[src/rtl/falling_sand_grid_engine_unit_defines.svh]
// Assertion macros for the falling sand grid engine.
// Used by the top level only; expects aclk and aresetn in scope.
`ifndef FALLING_SAND_GRID_ENGINE_UNIT_DEFINES_SVH
`define FALLING_SAND_GRID_ENGINE_UNIT_DEFINES_SVH

// consequent checked in the same cycle
`define FSG_ASSERT_NOW(lbl, ante, cons, msg) \
    lbl: assert property (@(posedge aclk) disable iff (!aresetn) (ante) |-> (cons)) \
        else $error(msg);

// consequent checked in the next cycle
`define FSG_ASSERT_NEXT(lbl, ante, cons, msg) \
    lbl: assert property (@(posedge aclk) disable iff (!aresetn) (ante) |=> (cons)) \
        else $error(msg);

`endif

[src/rtl/fsg_ram.sv]
// Single-port synchronous RAM, registered read.
// Holds grid cells or moved marks; no dependencies.
module fsg_ram #(
    parameter int DEPTH  = 4,
    parameter int DATA_W = 1,
    localparam int ADDR_W = $clog2(DEPTH)
) (
    input  logic              aclk,
    input  logic              en,
    input  logic              we,
    input  logic [ADDR_W-1:0] addr,
    input  logic [DATA_W-1:0] wdata,
    output logic [DATA_W-1:0] rdata
);

    logic [DATA_W-1:0] mem [DEPTH];

    always_ff @(posedge aclk) begin
        if (en) begin
            if (we) begin
                mem[addr] <= wdata;
            end else begin
                rdata <= mem[addr];
            end
        end
    end

endmodule

[config.mk]
export PLATFORM = sky130hd
export DESIGN_NAME = fsg_ram
export DESIGN_NICKNAME = d
export VERILOG_FILES = /design/src/rtl/falling_sand_grid_engine_unit_defines.svh /design/src/rtl/fsg_ram.sv
export SDC_FILE = /design/constraint.sdc
export NUM_CORES = 1
export LEC_CHECK = 0
export ABC_AREA = 1
export BUFFER_PORTS_ARGS = -buffer_cell sky130_fd_sc_hd__buf_2
export CORE_AREA = 2 2 39 41
export CTS_CLUSTER_SIZE = 30
export DETAILED_ROUTE_END_ITERATION = 6
export DIE_AREA = 0 0 41 43
export MAX_ROUTING_LAYER = met4
export SKIP_CTS_REPAIR_TIMING = 1
export SLEW_MARGIN = 30
export SYNTH_ARGS = -nofsm -noshare
export SYNTH_HDL_FRONTEND = slang
export SYNTH_SLANG_ARGS = --single-unit
[constraint.sdc]
create_clock -name aclk -period 0.9 [get_ports aclk]
set_clock_uncertainty 0.05 [all_clocks]
set_input_delay 0.045 -clock aclk [delete_from_list [all_inputs] [get_ports aclk]]
set_output_delay 0.045 -clock aclk [all_outputs]
set_load 0.02 [all_outputs]
Word level (Yosys, flattened, before mapping)
Memory sizes are Yosys's and may differ from the RTL's. A register that Yosys moved wholly into a read port is not among the register bits.
Index checks and enable logic that the tools add are counted.
{"block": "op_classes", "n_addsub": 0, "multipliers": 0, "div_mod_pow": 0, "magnitude_cmp": 0, "eq_ne": 0, "shift": 0, "n_mux": 3, "bitwise": 1, "reduce_logical": 1}
{"operator": "1-bit two-way mux", "count": 3}
{"operator": "2-bit AND reduction", "count": 1}
{"operator": "1-bit NOT", "count": 1}
{"block": "totals", "reg_bits": 0, "latchBits": 0, "ram_bits": 4, "mem_bits_ro": 0, "inputBits": 6, "output_inout_bits": 1, "memories": 1}
{"name": "mem", "depth": 4, "width": 1, "rd": 1, "rd_clocked_by_memory_dff": 1, "write_ports": 1, "line_no": "fsg_ram.sv:16", "rtl": "logic [DATA_W-1:0] mem [DEPTH];"}

Logic depth before layout (Yosys ltp)
{"block": "logic_depth", "ltp_word": 3, "ltp_mapped": 5}

Worst setup path before layout
No wires, ideal clock.
{"block": "synth_path", "kind": "register to register", "start": "memory mem[3]", "end": "register rdata (read register of mem) (data pin)", "arrival_time_ps": 525, "required_time_ps": 598, "setup_slack_ps": 73, "path_stages_with_launch": 5, "n_path_buf": 0, "path_cell_list": "edfxtp_1 nand2_1 nand2_1 nand2_1 nand2_1"}
{"element": "from (decl)", "line_no": "fsg_ram.sv:16"}
{"element": "to (decl)", "line_no": "fsg_ram.sv:13", "rtl": "output logic [DATA_W-1:0] rdata"}

==> impl_metrics.json <==
{
  "dieArea_um2": 1760,
  "hpwl_um": 306,
  "hold_path_class": "input port to register",
  "cts_tree": "done",
  "cts.sinks": 5,
  "final-seq-area_um2": 150,
  "clk_latency_ps": 240,
  "cts_made_buffers": 3,
  "reg2reg_slack_ps": 40,
  "endpoint_kind": "register",
  "grt_pass1_wl_um": 634,
  "synth_area_um2": 228,
  "critical_path_class": "register to register",
  "die_y_um": 43,
  "yosys_warnings": 0,
  "fill_cells": 151,
  "multi_input_comb_area_um2": 66.3,
  "cp-startpoint": "mem[3]",
  "boundaryPins": 7,
  "track_usage_pct": 6.33,
  "r2r_start": "mem[3]",
  "p_per_area_nw_per_um2": 1830,
  "port_buffers": 6,
  "ir_drop_mv": 0.436,
  "holdWs_ps": 50.6,
  "synth_top_family_by_area": "simple AND/OR/NAND/NOR gates",
  "max-cap-violations": 0,
  "vias": 188,
  "relSlewSlack_pct": 85.7,
  "synth_mux_area_share_pct": 0,
  "rows": 14,
  "yosysSeqAreaShare_pct": 65.9,
  "drtIter0Drc": 2,
  "outcome": "finished, final reports clean",
  "finalHoldViolations": 0,
  "layout.cells.non_filler": 50,
  "synth_fp_nets": 29,
  "syn_to_final_growth_pct": 37.9,
  "hold_start": "we",
  "grt_max_degree": 6,
  "synth_cell_types": 7,
  "route.detailed.drc": 0,
  "ant_nets": 0,
  "final_nets": 41,
  "crit_fanout": 1,
  "tightest_slew_ps": 213,
  "synthCells": 23,
  "clk_pin_slew_ps": 40,
  "reg2reg_to": "rdata",
  "gp_congestion": 0.668,
  "drv_slew": 0,
  "crit_path_start_kind": "register",
  "wl_met1_um": 162,
  "first_global_vias": 186,
  "syn_area_per_cell_um2": 9.90,
  "drt-pass1-iter-count": 3,
  "cp.arrival_ps": 810,
  "worstHoldEndpoint": "rdata",
  "route.met2.wl_um": 219,
  "rsz0062_at_grt": "no",
  "layout_common_cells": "nand2_1, buf_2, edfxtp_1, nor3_1, clkbuf_4",
  "initial_core_util_pct": 16.5,
  "clockBufferDepth": 2,
  "synth-simple-area-share_pct": 29.1,
  "fin_tns_setup_ps": 0,
  "synth_xor_area_share_pct": 0,
  "synthAdderAreaFrac_pct": 0,
  "ys_ff_latch": 5,
  "setup_viol": 0,
  "fin_crit_sh_pct": 95.6,
  "routed.top_layer": "met4",
  "place_ws_ps": 28.8,
  "ctsHtreeMaxLevel": 1,
  "fin_crit_ps": 860,
  "setup_slack_ps": 39.7,
  "core_area_um2": 1380,
  "dpl.cell_count": 45,
  "antenna_found_initial": 0,
  "drive_gt1_share_pct": 32.4,
  "cts_root_buf": "clkbuf_4",
  "hold_depth": 2,
  "viasPerCell": 3.76,
  "layout_commonest_cell": "nand2_1",
  "wl_per_cell_um": 8.28,
  "reg2regPathDepth": 4,
  "grt-ovfl-total": 0,
  "max_clock_freq_ghz": 1.16,
  "totalWireLength_um": 414,
  "worstPathRequired_ps": 850,
  "die_w_um": 41,
  "p_leak_nw": 0.139,
  "diodes": 0,
  "dr_wl_met3_um": 25,
  "synth_compound_area_share_pct": 0,
  "final_util_pct": 22.7
}
synthesized netlist by cell type, drive strengths merged:
master | number | share of area, %
edfxtp | 5 | 66
inv | 3 | 4.9
nand2 | 10 | 16
nor2 | 1 | 1.6
nor3 | 4 | 11
metrics by stage:
| step | power [mW] | area, um^2 |
|---|---|---|
| 3_3_place_gp | 0.316 | 278 |
| 2_1_floorplan | 0.294 | 228 |
| 6_report | 0.574 | 314 |
| 3_5_place_dp | 0.317 | 278 |
| 5_1_grt | 0.602 | 314 |
| 4_1_cts | 0.577 | 304 |
cells by family after synthesis:
family	count (synthesis)
buffers and inverters	3
and+or+nand+nor	15
DFF	5
registers in the layout, indices dropped and copies added (netlist names):
| register | cells |
|---|---|
| mem | 4 |
| rdata | 1 |
layout make-up:
class / count / share of cell area (%)
clock buffer: 4 / 8.37
inverter: 3 / 3.59
multi-input combinational: 15 / 21.1
sequential: 5 / 47.8
tap: 16 / 6.37
timing repair buffer: 7 / 12.7
where the power goes:
part / internal [mW] / total, mW / switching [mW]
logic: 0.0197 / 0.0487 / 0.0290
registers: 0.266 / 0.268 / 0.00164
clock network: 0.167 / 0.257 / 0.0899
worst max-delay path by stage:
stage | slack [ps] | endpoint
after floorplan | 70 | rdata
after global placement | 50 | rdata
after detailed placement | 30 | rdata
after CTS | 20 | rdata
after global routing | 2 | rdata
final | 40 | rdata
critical path: stages (launching register included):
cell and delay, ps:
edfxtp_1 360, nand2_1 70, nand2_1 50, nand2_1 50, nand2_1 50
routing by layer:
metal / vias to the layer above / GRT usage, %
li1: 99 / -
met1: 79 / 5.30
met2: 8 / 8.44
met3: 2 / 1.57
met4: 0 / 10.0
met5: - / -
No activity file was read; power rests on OpenSTA's default activity.
