File: config.mk
export PLATFORM = sky130hd
export DESIGN_NAME = fsg_ctrl
export DESIGN_NICKNAME = d
export VERILOG_FILES = /design/src/rtl/falling_sand_grid_engine_unit_defines.svh /design/src/rtl/fsg_pkg.sv /design/src/rtl/fsg_ctrl.sv
export SDC_FILE = /design/constraint.sdc
export NUM_CORES = 1
export LEC_CHECK = 0
export ABC_AREA = 1
export BUFFER_PORTS_ARGS = -buffer_cell sky130_fd_sc_hd__clkbuf_2
export CORE_MARGIN = 8
export CORE_UTILIZATION = 47
export DETAILED_ROUTE_END_ITERATION = 12
export HOLD_SLACK_MARGIN = 0.15
export PLACE_DENSITY_LB_ADDON = 0.2
export SLEW_MARGIN = 25
export SYNTH_ARGS = -nofsm -noshare
export SYNTH_HDL_FRONTEND = slang
export SYNTH_SLANG_ARGS = --single-unit
File: constraint.sdc
create_clock -name aclk -period 7.95 [get_ports aclk]
set_input_delay 1.1925 -clock aclk [delete_from_list [all_inputs] [get_ports aclk]]
set_output_delay 1.1925 -clock aclk [all_outputs]
set_load 0.01 [all_outputs]
File: src/rtl/falling_sand_grid_engine_unit_defines.svh
// Assertion macros for the falling sand grid engine.
// Used by the top level only; expects aclk and aresetn in scope.
`ifndef FALLING_SAND_GRID_ENGINE_UNIT_DEFINES_SVH
`define FALLING_SAND_GRID_ENGINE_UNIT_DEFINES_SVH

// consequent checked in the same cycle
`define FSG_ASSERT_NOW(lbl, ante, cons, msg) \
    lbl: assert property (@(posedge aclk) disable iff (!aresetn) (ante) |-> (cons)) \
        else $error(msg);

// consequent checked in the next cycle
`define FSG_ASSERT_NEXT(lbl, ante, cons, msg) \
    lbl: assert property (@(posedge aclk) disable iff (!aresetn) (ante) |=> (cons)) \
        else $error(msg);

`endif

File: src/rtl/fsg_pkg.sv
// Shared types and codes for the falling sand grid engine.
// No dependencies.
package fsg_pkg;

    localparam int CFG_W_BITS = 10;
    localparam int CFG_H_BITS = 9;
    localparam int CFG_DATA_W = 10;
    localparam int CFG_IDX_W  = 2;
    localparam int RADC_W     = 8;

    localparam logic [CFG_IDX_W-1:0] REG_GRID_WIDTH  = 2'd0;
    localparam logic [CFG_IDX_W-1:0] REG_GRID_HEIGHT = 2'd1;

    localparam logic [1:0] CMD_SWEEP = 2'd0;
    localparam logic [1:0] CMD_PAINT = 2'd1;
    localparam logic [1:0] CMD_READ  = 2'd2;

    localparam logic [1:0] CELL_EMPTY = 2'd0;
    localparam logic [1:0] CELL_SAND  = 2'd1;
    localparam logic [1:0] CELL_WATER = 2'd2;
    localparam logic [1:0] CELL_STONE = 2'd3;

    // move candidates in order of preference
    localparam logic [2:0] CAND_BELOW = 3'd0;
    localparam logic [2:0] CAND_BLEFT = 3'd1;
    localparam logic [2:0] CAND_BRIGHT = 3'd2;
    localparam logic [2:0] CAND_LEFT  = 3'd3;
    localparam logic [2:0] CAND_RIGHT = 3'd4;

    typedef struct packed {
        logic [1:0] command;
        logic [8:0] col;
        logic [7:0] row;
        logic [5:0] radius;
        logic [1:0] material;
    } fsg_in_t;

    typedef struct packed {
        logic [1:0] cell_value;
        logic       accepted;
    } fsg_out_t;

    typedef enum logic [4:0] {
        ST_CLEAR,
        ST_IDLE,
        ST_READ,
        ST_READ_WAIT,
        ST_PAINT_INIT,
        ST_PAINT_BASE,
        ST_PAINT_RD,
        ST_PAINT_CHK,
        ST_SWEEP_INIT,
        ST_SWEEP_START,
        ST_VISIT_RD,
        ST_VISIT_CHK,
        ST_CAND_SEL,
        ST_CAND_CHK,
        ST_MOVE_SRC,
        ST_MARK_CLR,
        ST_TAIL_CLR,
        ST_DONE
    } fsg_state_t;

endpackage

File: src/rtl/fsg_ctrl.sv
// Command sequencer: sweep, paint and read over the cell and mark RAMs.
// Depends on fsg_pkg.
module fsg_ctrl import fsg_pkg::*; #(
    parameter int MAX_WIDTH  = 512,
    parameter int MAX_HEIGHT = 256,
    parameter int MAX_RADIUS = 50,
    localparam int ADDR_W = $clog2(MAX_WIDTH * MAX_HEIGHT)
) (
    input  logic                  aclk,
    input  logic                  aresetn,
    input  logic [CFG_W_BITS-1:0] cfg_width,
    input  logic [CFG_H_BITS-1:0] cfg_height,
    input  logic                  start,
    input  fsg_in_t               item,
    output logic                  idle,
    output logic                  res_valid,
    output fsg_out_t              res,
    input  logic                  res_ready,
    output logic                  cell_en,
    output logic                  cell_we,
    output logic [ADDR_W-1:0]     cell_addr,
    output logic [1:0]            cell_wdata,
    input  logic [1:0]            cell_rdata,
    output logic                  mark_en,
    output logic                  mark_we,
    output logic [ADDR_W-1:0]     mark_addr,
    output logic                  mark_wdata,
    input  logic                  mark_rdata
);

    localparam int DEPTH = MAX_WIDTH * MAX_HEIGHT;
    localparam int CNT_W = ADDR_W + 1;
    localparam int WV_W  = $clog2(MAX_WIDTH + 1);
    localparam int HV_W  = $clog2(MAX_HEIGHT + 1);

    fsg_state_t        state_reg, state_next;
    logic [ADDR_W-1:0] clr_reg, clr_next;
    logic [8:0]        col_reg, col_next;
    logic [7:0]        row_reg, row_next;
    logic [RADC_W-1:0] rad_reg, rad_next;
    logic [1:0]        mat_reg, mat_next;
    logic [1:0]        value_reg, value_next;
    logic              acc_reg, acc_next;
    logic [ADDR_W-1:0] i_reg, i_next;
    logic [WV_W-1:0]   x_reg, x_next;
    logic [CNT_W-1:0]  n_reg, n_next;
    logic              below_reg, below_next;
    logic              left_reg, left_next;
    logic              right_reg, right_next;
    logic [CNT_W-1:0]  p_reg, p_next;
    logic              p_ok_reg, p_ok_next;
    logic [1:0]        cur_reg, cur_next;
    logic [1:0]        tgt_reg, tgt_next;
    logic [2:0]        c_reg, c_next;
    logic [ADDR_W-1:0] j_reg, j_next;
    logic [WV_W-1:0]   t_reg, t_next;
    logic [WV_W-1:0]   xlo_reg, xlo_next;
    logic [WV_W-1:0]   xhi_reg, xhi_next;
    logic [HV_W-1:0]   y_reg, y_next;
    logic [HV_W-1:0]   yhi_reg, yhi_next;
    logic [CNT_W-1:0]  base_reg, base_next;

    // effective grid size
    logic [15:0]     w16, h16;
    logic [WV_W-1:0] w_eff;
    logic [HV_W-1:0] h_eff;

    always_comb begin
        if (cfg_width == '0) begin
            w16 = 16'd1;
        end else if (16'(cfg_width) > 16'(MAX_WIDTH)) begin
            w16 = 16'(MAX_WIDTH);
        end else begin
            w16 = 16'(cfg_width);
        end
        if (cfg_height == '0) begin
            h16 = 16'd1;
        end else if (16'(cfg_height) > 16'(MAX_HEIGHT)) begin
            h16 = 16'(MAX_HEIGHT);
        end else begin
            h16 = 16'(cfg_height);
        end
        w_eff = w16[WV_W-1:0];
        h_eff = h16[HV_W-1:0];
    end

    // candidate selection for the cell under visit
    logic [4:0]       cand_mask;
    logic [4:0]       cand_avail;
    logic             cand_any;
    logic [2:0]       cand_sel;
    logic [CNT_W-1:0] cand_addr;
    logic             is_water;

    always_comb begin
        is_water = (cur_reg == CELL_WATER);
        cand_mask = {right_reg && is_water, left_reg && is_water,
                     below_reg && right_reg, below_reg && left_reg, below_reg};
        for (int k = 0; k < 5; k++) begin
            cand_avail[k] = cand_mask[k] && (3'(k) >= c_reg);
        end
        cand_any = |cand_avail;
        cand_sel = CAND_BELOW;
        for (int k = 4; k >= 0; k--) begin
            if (cand_avail[k]) begin
                cand_sel = 3'(k);
            end
        end
        unique case (cand_sel)
            CAND_BELOW:  cand_addr = CNT_W'(i_reg) + CNT_W'(w_eff);
            CAND_BLEFT:  cand_addr = CNT_W'(i_reg) + CNT_W'(w_eff) - CNT_W'(1);
            CAND_BRIGHT: cand_addr = CNT_W'(i_reg) + CNT_W'(w_eff) + CNT_W'(1);
            CAND_LEFT:   cand_addr = CNT_W'(i_reg) - CNT_W'(1);
            CAND_RIGHT:  cand_addr = CNT_W'(i_reg) + CNT_W'(1);
            default:     cand_addr = CNT_W'(i_reg);
        endcase
    end

    // paint window bounds
    logic [15:0] cx16, cy16, rr16, xl16, xh16, yl16, yh16;

    always_comb begin
        cx16 = 16'(col_reg);
        cy16 = 16'(row_reg);
        rr16 = 16'(rad_reg);
        xl16 = (cx16 > rr16) ? cx16 - rr16 : 16'd0;
        xh16 = (cx16 + rr16 < w16) ? cx16 + rr16 : w16 - 16'd1;
        yl16 = (cy16 > rr16) ? cy16 - rr16 : 16'd0;
        yh16 = (cy16 + rr16 < h16) ? cy16 + rr16 : h16 - 16'd1;
    end

    logic [CNT_W-1:0] paint_addr;
    logic             sand_ok, water_ok, tgt_ok;

    always_comb begin
        paint_addr = base_reg + CNT_W'(x_reg);
        sand_ok  = !mark_rdata && (cell_rdata == CELL_EMPTY || cell_rdata == CELL_WATER);
        water_ok = (cell_rdata == CELL_EMPTY);
        tgt_ok   = is_water ? water_ok : sand_ok;
    end

    always_comb begin
        state_next = state_reg;
        clr_next   = clr_reg;
        col_next   = col_reg;
        row_next   = row_reg;
        rad_next   = rad_reg;
        mat_next   = mat_reg;
        value_next = value_reg;
        acc_next   = acc_reg;
        i_next     = i_reg;
        x_next     = x_reg;
        n_next     = n_reg;
        below_next = below_reg;
        left_next  = left_reg;
        right_next = right_reg;
        p_next     = p_reg;
        p_ok_next  = p_ok_reg;
        cur_next   = cur_reg;
        tgt_next   = tgt_reg;
        c_next     = c_reg;
        j_next     = j_reg;
        t_next     = t_reg;
        xlo_next   = xlo_reg;
        xhi_next   = xhi_reg;
        y_next     = y_reg;
        yhi_next   = yhi_reg;
        base_next  = base_reg;
        cell_en    = 1'b0;
        cell_we    = 1'b0;
        cell_addr  = '0;
        cell_wdata = CELL_EMPTY;
        mark_en    = 1'b0;
        mark_we    = 1'b0;
        mark_addr  = '0;
        mark_wdata = 1'b0;
        res_valid  = 1'b0;

        unique case (state_reg)
            ST_CLEAR: begin
                cell_en   = 1'b1;
                cell_we   = 1'b1;
                cell_addr = clr_reg;
                mark_en   = 1'b1;
                mark_we   = 1'b1;
                mark_addr = clr_reg;
                if (clr_reg == ADDR_W'(DEPTH - 1)) begin
                    state_next = ST_IDLE;
                end else begin
                    clr_next = clr_reg + ADDR_W'(1);
                end
            end
            ST_IDLE: begin
                if (start) begin
                    col_next   = item.col;
                    row_next   = item.row;
                    mat_next   = item.material;
                    rad_next   = (16'(item.radius) > 16'(MAX_RADIUS)) ?
                                 RADC_W'(MAX_RADIUS) : RADC_W'(item.radius);
                    value_next = CELL_EMPTY;
                    acc_next   = 1'b0;
                    priority case (item.command)
                        CMD_SWEEP: begin
                            acc_next   = 1'b1;
                            state_next = ST_SWEEP_INIT;
                        end
                        CMD_PAINT, CMD_READ: begin
                            if (16'(item.col) < w16 && 16'(item.row) < h16) begin
                                acc_next   = 1'b1;
                                state_next = (item.command == CMD_PAINT) ?
                                             ST_PAINT_INIT : ST_READ;
                            end else begin
                                state_next = ST_DONE;
                            end
                        end
                        default: state_next = ST_DONE;
                    endcase
                end
            end
            ST_READ: begin
                cell_en    = 1'b1;
                cell_addr  = ADDR_W'(CNT_W'(row_reg) * CNT_W'(w_eff) + CNT_W'(col_reg));
                state_next = ST_READ_WAIT;
            end
            ST_READ_WAIT: begin
                value_next = cell_rdata;
                state_next = ST_DONE;
            end
            ST_PAINT_INIT: begin
                xlo_next   = xl16[WV_W-1:0];
                xhi_next   = xh16[WV_W-1:0];
                x_next     = xl16[WV_W-1:0];
                y_next     = yl16[HV_W-1:0];
                yhi_next   = yh16[HV_W-1:0];
                state_next = ST_PAINT_BASE;
            end
            ST_PAINT_BASE: begin
                base_next  = CNT_W'(y_reg) * CNT_W'(w_eff);
                state_next = ST_PAINT_RD;
            end
            ST_PAINT_RD, ST_PAINT_CHK: begin
                cell_addr  = ADDR_W'(paint_addr);
                cell_wdata = mat_reg;
                if (state_reg == ST_PAINT_RD && mat_reg != CELL_EMPTY) begin
                    cell_en    = 1'b1;
                    state_next = ST_PAINT_CHK;
                end else begin
                    // erase writes blindly; otherwise fill only empty cells
                    cell_en = (mat_reg == CELL_EMPTY) || (cell_rdata == CELL_EMPTY);
                    cell_we = 1'b1;
                    if (x_reg == xhi_reg) begin
                        if (y_reg == yhi_reg) begin
                            state_next = ST_DONE;
                        end else begin
                            y_next     = y_reg + HV_W'(1);
                            base_next  = base_reg + CNT_W'(w_eff);
                            x_next     = xlo_reg;
                            state_next = ST_PAINT_RD;
                        end
                    end else begin
                        x_next     = x_reg + WV_W'(1);
                        state_next = ST_PAINT_RD;
                    end
                end
            end
            ST_SWEEP_INIT: begin
                n_next     = CNT_W'(w_eff) * CNT_W'(h_eff);
                state_next = ST_SWEEP_START;
            end
            ST_SWEEP_START: begin
                i_next     = ADDR_W'(n_reg - CNT_W'(1));
                x_next     = w_eff - WV_W'(1);
                state_next = ST_VISIT_RD;
            end
            ST_VISIT_RD: begin
                cell_en    = 1'b1;
                cell_addr  = i_reg;
                mark_en    = 1'b1;
                mark_addr  = i_reg;
                below_next = (CNT_W'(i_reg) + CNT_W'(w_eff)) < n_reg;
                left_next  = (x_reg != '0);
                right_next = (16'(x_reg) + 16'd1) < w16;
                p_next     = CNT_W'(i_reg) + CNT_W'(w_eff) + CNT_W'(1);
                p_ok_next  = (CNT_W'(i_reg) + CNT_W'(w_eff) + CNT_W'(1)) < n_reg;
                state_next = ST_VISIT_CHK;
            end
            ST_VISIT_CHK, ST_MARK_CLR: begin
                cur_next = cell_rdata;
                c_next   = CAND_BELOW;
                if (state_reg == ST_VISIT_CHK && !mark_rdata &&
                    ((cell_rdata == CELL_SAND && below_reg) || cell_rdata == CELL_WATER)) begin
                    state_next = ST_CAND_SEL;
                end else begin
                    // mark at i+w+1 is dead once cell i is done
                    if (state_reg == ST_MARK_CLR) begin
                        cur_next = cur_reg;
                    end
                    mark_en   = p_ok_reg;
                    mark_we   = 1'b1;
                    mark_addr = ADDR_W'(p_reg);
                    if (i_reg == '0) begin
                        t_next     = w_eff;
                        state_next = ST_TAIL_CLR;
                    end else begin
                        i_next     = i_reg - ADDR_W'(1);
                        x_next     = (x_reg == '0) ? w_eff - WV_W'(1) : x_reg - WV_W'(1);
                        state_next = ST_VISIT_RD;
                    end
                end
            end
            ST_CAND_SEL: begin
                if (cand_any) begin
                    cell_en    = 1'b1;
                    cell_addr  = ADDR_W'(cand_addr);
                    mark_en    = 1'b1;
                    mark_addr  = ADDR_W'(cand_addr);
                    j_next     = ADDR_W'(cand_addr);
                    c_next     = cand_sel;
                    state_next = ST_CAND_CHK;
                end else begin
                    state_next = ST_MARK_CLR;
                end
            end
            ST_CAND_CHK: begin
                if (tgt_ok) begin
                    cell_en    = 1'b1;
                    cell_we    = 1'b1;
                    cell_addr  = j_reg;
                    cell_wdata = cur_reg;
                    mark_en    = 1'b1;
                    mark_we    = 1'b1;
                    mark_addr  = j_reg;
                    mark_wdata = 1'b1;
                    tgt_next   = cell_rdata;
                    state_next = ST_MOVE_SRC;
                end else begin
                    c_next     = c_reg + 3'd1;
                    state_next = ST_CAND_SEL;
                end
            end
            ST_MOVE_SRC: begin
                cell_en    = 1'b1;
                cell_we    = 1'b1;
                cell_addr  = i_reg;
                cell_wdata = tgt_reg;
                mark_en    = 1'b1;
                mark_we    = 1'b1;
                mark_addr  = i_reg;
                mark_wdata = (cur_reg == CELL_SAND) && (tgt_reg != CELL_EMPTY);
                state_next = ST_MARK_CLR;
            end
            ST_TAIL_CLR: begin
                // marks in the first row plus one are never retired in the sweep
                mark_en   = 1'b1;
                mark_we   = 1'b1;
                mark_addr = ADDR_W'(t_reg);
                if (t_reg == '0) begin
                    state_next = ST_DONE;
                end else begin
                    t_next = t_reg - WV_W'(1);
                end
            end
            ST_DONE: begin
                res_valid = 1'b1;
                if (res_ready) begin
                    state_next = ST_IDLE;
                end
            end
            default: state_next = ST_IDLE;
        endcase
    end

    always_ff @(posedge aclk) begin
        if (!aresetn) begin
            state_reg <= ST_CLEAR;
            clr_reg   <= '0;
        end else begin
            state_reg <= state_next;
            clr_reg   <= clr_next;
        end
    end

    always_ff @(posedge aclk) begin
        col_reg   <= col_next;
        row_reg   <= row_next;
        rad_reg   <= rad_next;
        mat_reg   <= mat_next;
        value_reg <= value_next;
        acc_reg   <= acc_next;
        i_reg     <= i_next;
        x_reg     <= x_next;
        n_reg     <= n_next;
        below_reg <= below_next;
        left_reg  <= left_next;
        right_reg <= right_next;
        p_reg     <= p_next;
        p_ok_reg  <= p_ok_next;
        cur_reg   <= cur_next;
        tgt_reg   <= tgt_next;
        c_reg     <= c_next;
        j_reg     <= j_next;
        t_reg     <= t_next;
        xlo_reg   <= xlo_next;
        xhi_reg   <= xhi_next;
        y_reg     <= y_next;
        yhi_reg   <= yhi_next;
        base_reg  <= base_next;
    end

    assign idle           = (state_reg == ST_IDLE);
    assign res.cell_value = value_reg;
    assign res.accepted   = acc_reg;

endmodule

======== Word-level counts from Yosys, hierarchy flattened ========
Index checks and enable logic that the tools add are counted.
word-level totals
  bits in registers ....................... 208
  output and inout port bits .............. 46
  word-level logic and storage cells ...... 259
operators by class
  add/subtract/negate cells ............... 24
  equal/unequal tests ..................... 45
  bitwise logic cells ..................... 1
  $mul .................................... 3
  muxes and demuxes ....................... 80
  reductions and logical operators ........ 62
  magnitude comparators ................... 17
operator list
  operator               number
  $pmux 17 s6            2
  $mux 10                13
  $mux 17                5
  $pmux 17 s5            1
  $pmux 5 s16            1
  $sub 17x1->17 const B  4
  $mux 9                 7
  $mux 18                3
  $mux 5                 10
  $eq 5x4->1 const B     8
  $pmux 10 s4            1
  $sub 10x1->10 const B  4
  $lt 18x18->1           2
  $pmux 18 s2            1
  $add 17x1->17 const B  2
  $pmux 17 s2            1
  $lt 16x16->1           2
  $logic_not 10->1       3
  $ne 2x2->1 const B     14
  $mux 3                 8
  $eq 5x3->1 const B     4
  $pmux 10 s2            1
  $add 17x10->18         1
  $add 18x1->18 const B  1
  other kinds (69)       133

======== Logic depth before layout (Yosys ltp) ========
Gate-level depths: netlist of the first run.
  depth after elaboration ................. 12
  depth in mapped cells ................... 31
  mapped depth without buffers ............ 30

======== Least setup slack after synthesis of the first run ========
Ideal clock, no wire load.
  path kind ............................... input to output
  start ................................... input cfg_width[4]
  end ..................................... output cell_addr[15]
  data required time ...................... 6.758 ns
  stages on the path ...................... 28
  path buffers ............................ 2
  arrival time ............................ 6.342 ns
  slack ................................... 0.415 ns
  cells stage by stage .................... nor2_1 -> nand3_1 -> o21ai_2 -> nand2_1 -> inv_1 -> clkbuf_1 -> buf_1 -> nand2_1 -> fa_1 -> fa_1 -> inv_1 -> fa_1 -> inv_1 -> fa_1 -> inv_1 -> ha_1 -> nand2_1 -> nor3_1 -> nand2_1 -> nand2_1 -> nand2_1 -> a21oi_1 -> nand2_1 -> nand2_1 -> a21oi_1 -> or2_2 -> a21oi_1 -> nand3_1
between the ends
  longest elaborated chain between the ends .. 8
  elaborated cells between the ends (all ways) .. 12
ends and longest elaborated chain
  element                                                                RTL line         source
  from (decl)                                                            fsg_ctrl.sv:11   input logic [CFG_W_BITS-1:0] cfg_width,
  $gt 10x10->1                                                           fsg_ctrl.sv:71   end else if (16'(cfg_width) > 16'(MAX_WIDTH)) begin
  $mux 10                                                                fsg_ctrl.sv:71
  $mux 10 *                                                              fsg_ctrl.sv:69   if (cfg_width == '0) begin
  parallel branches: the longest is 4 deep, another holds $mul 8x10->17  -
  $pmux 17 s6 *                                                          fsg_ctrl.sv:179  unique case (state_reg)
  to (decl)                                                              fsg_ctrl.sv:21   output logic [ADDR_W-1:0] cell_addr,
Mark *: on every way between the ends.

======== Final worst setup path of the first run ========
  start ................................... input cfg_width[2]
  end ..................................... output cell_addr[15]
Same word-level chain as after synthesis.

==> qor.yml, run 1 <==
cts_made_buffers: 28
dr_total_vias: 23445
synth-simple-area-share_pct: 23.2
die_area_sq_um: 61600
drv_slew: 0
hold_buffers: 0
nets: 3956
synth_top_family_by_area: "adder cells"
die_h_um: 248
arrival_ps: 6460
min_period_over_period_pct: 96.3
synth_edf_count: 183
cts_tree: "yes"
relSlewSlack_pct: 38.9
fillers: 5335
outcome: "completed"
path_class: "primary input to output port"
yosysWarnings: 0
cp_max_fo: 10
die_x_um: 248
n_antenna_cell: 0
powerDensity_nw_per_um2: 122
drive_above_1_share_pct: 7.79
dpl-instance-area_sq_um: 26700
insertion_delay_ps: 570
postSynthAreaPerCell_sq_um: 7.49
cp_slowest_cell: "fa_1"
p_leak_nw: 13.4
synthAdderAreaFrac_pct: 26.5
p_total_mw: 3.38
cp-end-kind: "output port"
synth.distinct_cells: 66
cts.sinks: 205
routedWlPerCell_um: 20.3
worstSetupStartpointType: "primary input"
ir_worst_vdd_uv: 148
first_global_vias: 22437
portBuffers: 98
pre_cts_ws_ps: 234
grt_use_total_pct: 27.4
synth_top_area_share_pct: 21.7
synth.ff_latch_count: 205
dr.pass1.iters: 6
final_util_pct: 51.8
synthMostInstantiatedCell: "nand2_1"
setup_slack_ps: 295
viasPerCell: 5.60
muxShareOfSynthArea_pct: 0.119
ant_nets: 0
cap_violations: 0
synth_fp_nets: 3865
fin_crit_ps: 7650
yosys.area_share.xor_xnor_pct: 4.61
async_reset_ff_share_pct: 0
grt_first_pass_wirelength_mm: 130
rows: 85
drt-total-wl_mm: 85.2
htree_levels: 1
antenna_found_initial: 2
grt_overflow_total: 0
worst_clock_skew_ps: 20.2
clock_path_buffers: 3
tightest_slew_ps: 911
min_path_type: "flip-flop to flip-flop"
synth_compound_area_share_pct: 11.6
gp_congestion: 0.984
synthFlopType: "edfxtp_1"
pin_count: 99
clock-root-buffer: "clkbuf_16"
fmaxAchievable_mhz: 131
hold_viol_final: 0
synthTopCellsByCount: "nand2_1, inv_1, nor2_1"
drc: 0
synth.area.top_cells: "edfxtp_1, fa_1, ha_1, nand2_1, inv_1"
start_util_pct: 47.2
yosysTopAreaCell: "edfxtp_1"
yosysSeqAreaShare_pct: 23.4
stdcell_area_sq_um: 27800
hpwl_mm: 68.6
area_growth_syn_to_layout_pct: 9.62
drt_iter0_markers: 2362
setup_viol: 0
required_ps: 6760
core-area_sq_um: 53600
slowest_delay_ps: 540
clk_pin_slew_worst_paths_ps: 60
syn_inst: 3380
netlist_area_sq_um: 25300
grt_max_degree: 41
largest_reg_flops: 18
## stage by stage
stage	std cells	hold WS, ps	setup TNS (ps)
6_report	4188	493	0
5_1_grt	4188	517	-31.0
4_1_cts	4185	488	0
3_5_place_dp	4134	479	0
3_3_place_gp	4134	480	0
2_1_floorplan	3380	459	0
## cells in the final DEF (no fill, tap or decap), types with 93 or more instances in the layout
master	n
nand2_1	685
inv_1	591
nor2_1	374
ha_1	256
a21oi_1	183
edfxtp_1	183
o21ai_0	182
fa_1	175
nand3_1	154
clkbuf_2	98
xor2_1	93
## metal layers
metal / global-route usage [%] / vias to the layer above / part of all wire (%)
li1: - / 11197 / -
met1: 39.0 / 10959 / 44
met2: 41.7 / 1116 / 42
met3: 5.81 / 171 / 11
met4: 8.09 / 2 / 3.5
met5: 0 / - / 0.015
## cells by family (layout without fill, tap and decap cells)
logic type                 after synthesis  count (layout)
AOI/OAI and AO/OA                      514             515
buffers and inverters                  701             812
adders and majority gates              432             432
muxes                                    3               3
and+or+nand+nor                       1398            1398
xor gates and xnor gates               127             127
DFF                                    205             205
## area by class of cell
type	count	area (sq um)	share of cell area, %
Clock inverter	20	209	0.753
Clock buffer	31	733	2.64
Inverter	612	2300	8.28
Timing Repair Buffer	149	877	3.16
Sequential cell	205	5940	21.4
Tap cell	696	871	3.14
Multi-Input combinational cell	2475	16800	60.6
## report_power, final
part           switching, mW  total [mW]  leakage (nW)  internal [mW]
Sequential           0.00185        1.19          1.82           1.19
Combinational          0.574       0.894          11.2          0.320
Clock                  0.537        1.30         0.458          0.767
## what timing repair did
action                                  4_1_cts  5_1_grt
endpoints found under the setup margin        0        4
resized for setup                             0       20
hold endpoints to repair                      0        0
buffers inserted                              0        1
## worst max-delay path: cells and delay by family
family / cells / cell delay (ps)
AOI/OAI and AO/OA: 6 / 900
and+or+nand+nor: 10 / 1370
adders and majority gates: 5 / 2350
buffers and inverters: 6 / 640
## final timing paths
path           startpoint             to  slack, ps  depth (start not counted)
max          cfg_width[2]  cell_addr[15]        300                         27
max reg2reg      y_reg[4]   base_reg[16]       2680                         17
min reg2reg    clr_reg[4]     clr_reg[4]        490                          2
min            clr_reg[4]     clr_reg[4]        490                          2
Power figures use the tool's default switching activity.
==> inputs of run 2 (changes only) <==
--- a/config.mk
+++ b/config.mk
@@ -5,12 +5,12 @@
 export SDC_FILE = /design/constraint.sdc
 export NUM_CORES = 1
 export LEC_CHECK = 0
-export ABC_AREA = 1
 export BUFFER_PORTS_ARGS = -buffer_cell sky130_fd_sc_hd__clkbuf_2
-export CORE_MARGIN = 8
+export CORE_MARGIN = 3
 export CORE_UTILIZATION = 47
 export DETAILED_ROUTE_END_ITERATION = 12
 export HOLD_SLACK_MARGIN = 0.15
+export MAX_ROUTING_LAYER = met4
 export PLACE_DENSITY_LB_ADDON = 0.2
 export SLEW_MARGIN = 25
 export SYNTH_ARGS = -nofsm -noshare
==> run 2 against run 1 <==
  * Die area is 8.0% lower
  * Sequential power about the same
  * Worst setup slack got worse by 17 ps
  * Critical path type unchanged
  * Combinational power is essentially flat
  * Power down 3.5%
  * Clock skew decreased by 6.4 ps
  * Critical path depth is 4 lower
  * Highest routed layer is now met4
  * Routed wire length down 3.8%
  * First-iteration DRC count shrank 8.5%
  * Non-clock buffer count increased by 12
  * Area after synthesis fell by 0.15%
  * Sequential share of layout area rose by 0.23 points
==> qor.yml, run 2 <==
min_period_over_period_pct: 96.5  # was 96.3%
powerDensity_nw_per_um2: 119  # was 122 nW/um^2
r2r_end: "p_ok_reg"  # was base_reg[16]
cap_violations: 0  # unchanged
gp_congestion: 0.975  # was 0.984
r2r_cells: 13  # was 17
layout_common_cells: "inv_1, nand2_1, ha_1, nor2_1, edfxtp_1"  # was nand2_1, inv_1, nor2_1, ha_1
die_x_um: 238  # was 248 um
cp-end-kind: "output port"  # unchanged
pin_count: 99  # unchanged
drv_slew: 0  # unchanged
insertion_delay_ps: 560  # was 570 ps
first_global_vias: 21148  # was 22,437
ir_worst_vdd_uv: 139  # was 148 uV
drt-total-wl_mm: 82.0  # was 85.2 mm
outcome: "completed"  # unchanged
drive_above_1_share_pct: 9.41  # was 7.79%
synth_compound_area_share_pct: 15.0  # was 11.6%
muxShareOfSynthArea_pct: 1.61  # was 0.119%
cts.sinks: 205  # unchanged
yosys.area_share.xor_xnor_pct: 7.64  # was 4.61%
portBuffers: 98  # unchanged
final_common_cell: "inv_1"  # was nand2_1
required_ps: 6760  # about the same
synth_top_area_share_pct: 21.7  # about the same
setup_viol: 0  # unchanged
drt_iter0_markers: 2161  # was 2,362
hold_viol_final: 0  # unchanged
fin_setup_tns_ps: 0  # unchanged
hpwl_mm: 65.7  # was 68.6 mm
synthTopCellsByCount: "inv_1, nand2_1, ha_1"  # was nand2_1, inv_1, nor2_1
synthAdderAreaFrac_pct: 26.6  # was 26.5%
die_h_um: 238  # was 248 um
yosysTopAreaCell: "edfxtp_1"  # unchanged
nets: 3399  # was 3,956
worstSetupStartpointType: "primary input"  # unchanged
netlist_area_sq_um: 25300  # about the same
clk_pin_slew_worst_paths_ps: 60  # about the same
htree_levels: 1  # unchanged
cts_made_buffers: 26  # was 28
crit_buf_inv: 6  # unchanged
synth.ff_latch_count: 205  # unchanged
rows: 84  # was 85
yosysSeqAreaShare_pct: 23.5  # was 23.4%
grt_use_total_pct: 29.5  # was 27.4%
relSlewSlack_pct: 25.7  # was 38.9%
dp.cells: 3574  # was 4,134
min_path_type: "flip-flop to flip-flop"  # unchanged
reg2reg_slack_ps: 2460  # was 2680 ps
synth.distinct_cells: 92  # was 66
n_antenna_cell: 0  # unchanged
syn_inst: 2870  # was 3,380
worstHoldEndpoint: "clr_reg[15]"  # was clr_reg[4]
worst_clock_skew_ps: 13.7  # was 20.2 ps
synth_top_family_by_area: "adder cells"  # unchanged
synth.area.top_cells: "edfxtp_1, fa_1, ha_1, xnor2_1, inv_1"  # was edfxtp_1, fa_1, ha_1, nand2_1, inv_1
clock_path_buffers: 3  # unchanged
dr.pass1.iters: 6  # unchanged
fin_crit_ps: 7670  # was 7650 ps
antenna_found_initial: 1  # was 2
grt_first_pass_wirelength_mm: 126  # was 130 mm
cts_setup_buffers: 0  # unchanged
area_growth_syn_to_layout_pct: 8.64  # was 9.62%
tightest_slew_ps: 1100  # was 911 ps
async_reset_ff_share_pct: 0  # unchanged
path_delay_family: "adder cells"  # unchanged
dpl-instance-area_sq_um: 26600  # was 26,700 sq um
synth_edf_count: 183  # unchanged
fmaxAchievable_mhz: 130  # was 131 MHz
grt_overflow_total: 0  # unchanged
path_class: "primary input to output port"  # unchanged
synth_fp_nets: 3355  # was 3,865
whs_path_depth: 2  # unchanged
drc: 0  # unchanged
stdcell_area_sq_um: 27500  # was 27,800 sq um
routedWlPerCell_um: 22.6  # was 20.3 um
core-area_sq_um: 52900  # was 53,600 sq um
postSynthAreaPerCell_sq_um: 8.81  # was 7.49 sq um
cts_resized: 0  # unchanged
cp_slowest_cell: "fa_1"  # unchanged
die_area_sq_um: 56600  # was 61,600 sq um
dr_total_vias: 21784  # was 23,445
r2r-start: "i_reg[6]"  # was y_reg[4]
cpMostUsedCell: "fa_1"
p_leak_nw: 12.1  # was 13.4 nW
synth-simple-area-share_pct: 18.1  # was 23.2%
largest_reg_flops: 18  # unchanged
synthFlopType: "edfxtp_1"  # unchanged
cp_max_fo: 7  # was 10
hold_buffers: 0  # unchanged
viasPerCell: 6.01  # was 5.60
arrival_ps: 6480  # was 6460 ps
synthMostInstantiatedCell: "inv_1"  # was nand2_1
cts_tree: "yes"  # unchanged
start_util_pct: 47.8  # was 47.2%
clock-root-buffer: "clkbuf_16"  # unchanged
yosysWarnings: 0  # unchanged
crit_chain: "clkbuf_2 > nor4_1 > a21oi_1 > nor2_4 > nand2_1 > fa_1 > fa_1 > inv_1 > fa_1 > inv_1 > fa_1 > inv_1 > ha_1 > nor3_1 > and4_1 > nor2_1 > a221oi_1 > a21oi_1 > xnor2_1 > a22oi_1 > buf_4 > o211ai_1 > clkbuf_2"
instances_no_fill: 3622  # was 4,188
min_from: "clr_reg[15]"  # was clr_reg[4]
slowest_delay_ps: 540  # about the same
grt_max_degree: 44  # was 41
ant_nets: 0  # unchanged
## run 2: cells by family after synthesis
kind of cell | Yosys count
XOR/XNOR | 218
adder cells (fa/ha/maj) | 433
flip-flops | 205
AO/OA/AOI/OAI | 537
buffers and inverters | 507
multiplexers | 39
AND/OR/NAND/NOR | 931
## run 2: power by group
group | leakage, nW | total [mW] | internal, mW | switching [mW]
sequential | 1.82 | 1.19 | 1.18 | 0.00323
combinational | 9.88 | 0.894 | 0.354 | 0.540
clock | 0.413 | 1.19 | 0.685 | 0.502
total | 12.1 | 3.27 | 2.22 | 1.04
## run 2: area by class of cell
type | instances | area (sq um)
sequential | 205 | 5940
multi-input combinational | 2158 | 17500
clock buffer | 34 | 733
fill | 4939 | 25400
tap | 688 | 861
clock inverter | 14 | 111
inverter | 362 | 1360
timing repair buffer | 161 | 963
## run 2: worst reg2reg max path, stage by stage (launching register included)
cell and delay [ps]:
edfxtp_1 600, ha_1 440, a21o_1 200, a2111oi_0 500, a21boi_2 450, o31a_1 230, o211ai_1 340, or2_2 460
xnor2_1 470, ha_1 350, a21o_1 160, a21oi_1 130, o21ai_0 120, a311oi_1 720
## run 2: metal layers
layer	up-vias	wire [um]	GRT usage (%)
li1	10032	-	-
met1	10708	36700	41.9
met2	945	37000	45.6
met3	99	6320	3.71
met4	0	1990	6.12
met5	-	0	-
## run 2: metrics by stage
stage / worst slack [ps] / utilization (%) / hold slack, ps / total power, mW
detailed placement: 266 / 50.3 / 526 / 2.10
floorplan: 705 / - / 469 / 1.83
CTS: 262 / 51.9 / 538 / 3.28
finish: 278 / 52.0 / 530 / 3.27
global placement: 364 / 50.3 / 516 / 2.08
global route: -5.04 / 52.0 / 590 / 3.43
## run 2: worst max-delay path by stage
stage                          endpoint  slack (ps)          from  depth (start not counted)
after floorplan           cell_addr[15]         710  cfg_width[9]                         19
after global placement    cell_addr[16]         360  cfg_width[5]                         23
after detailed placement  cell_addr[16]         270  cfg_width[1]                         23
after CTS                 cell_addr[16]         260  cfg_width[1]                         23
after global routing      cell_addr[16]          -5  cfg_width[1]                         23
final                     cell_addr[16]         280  cfg_width[1]                         23
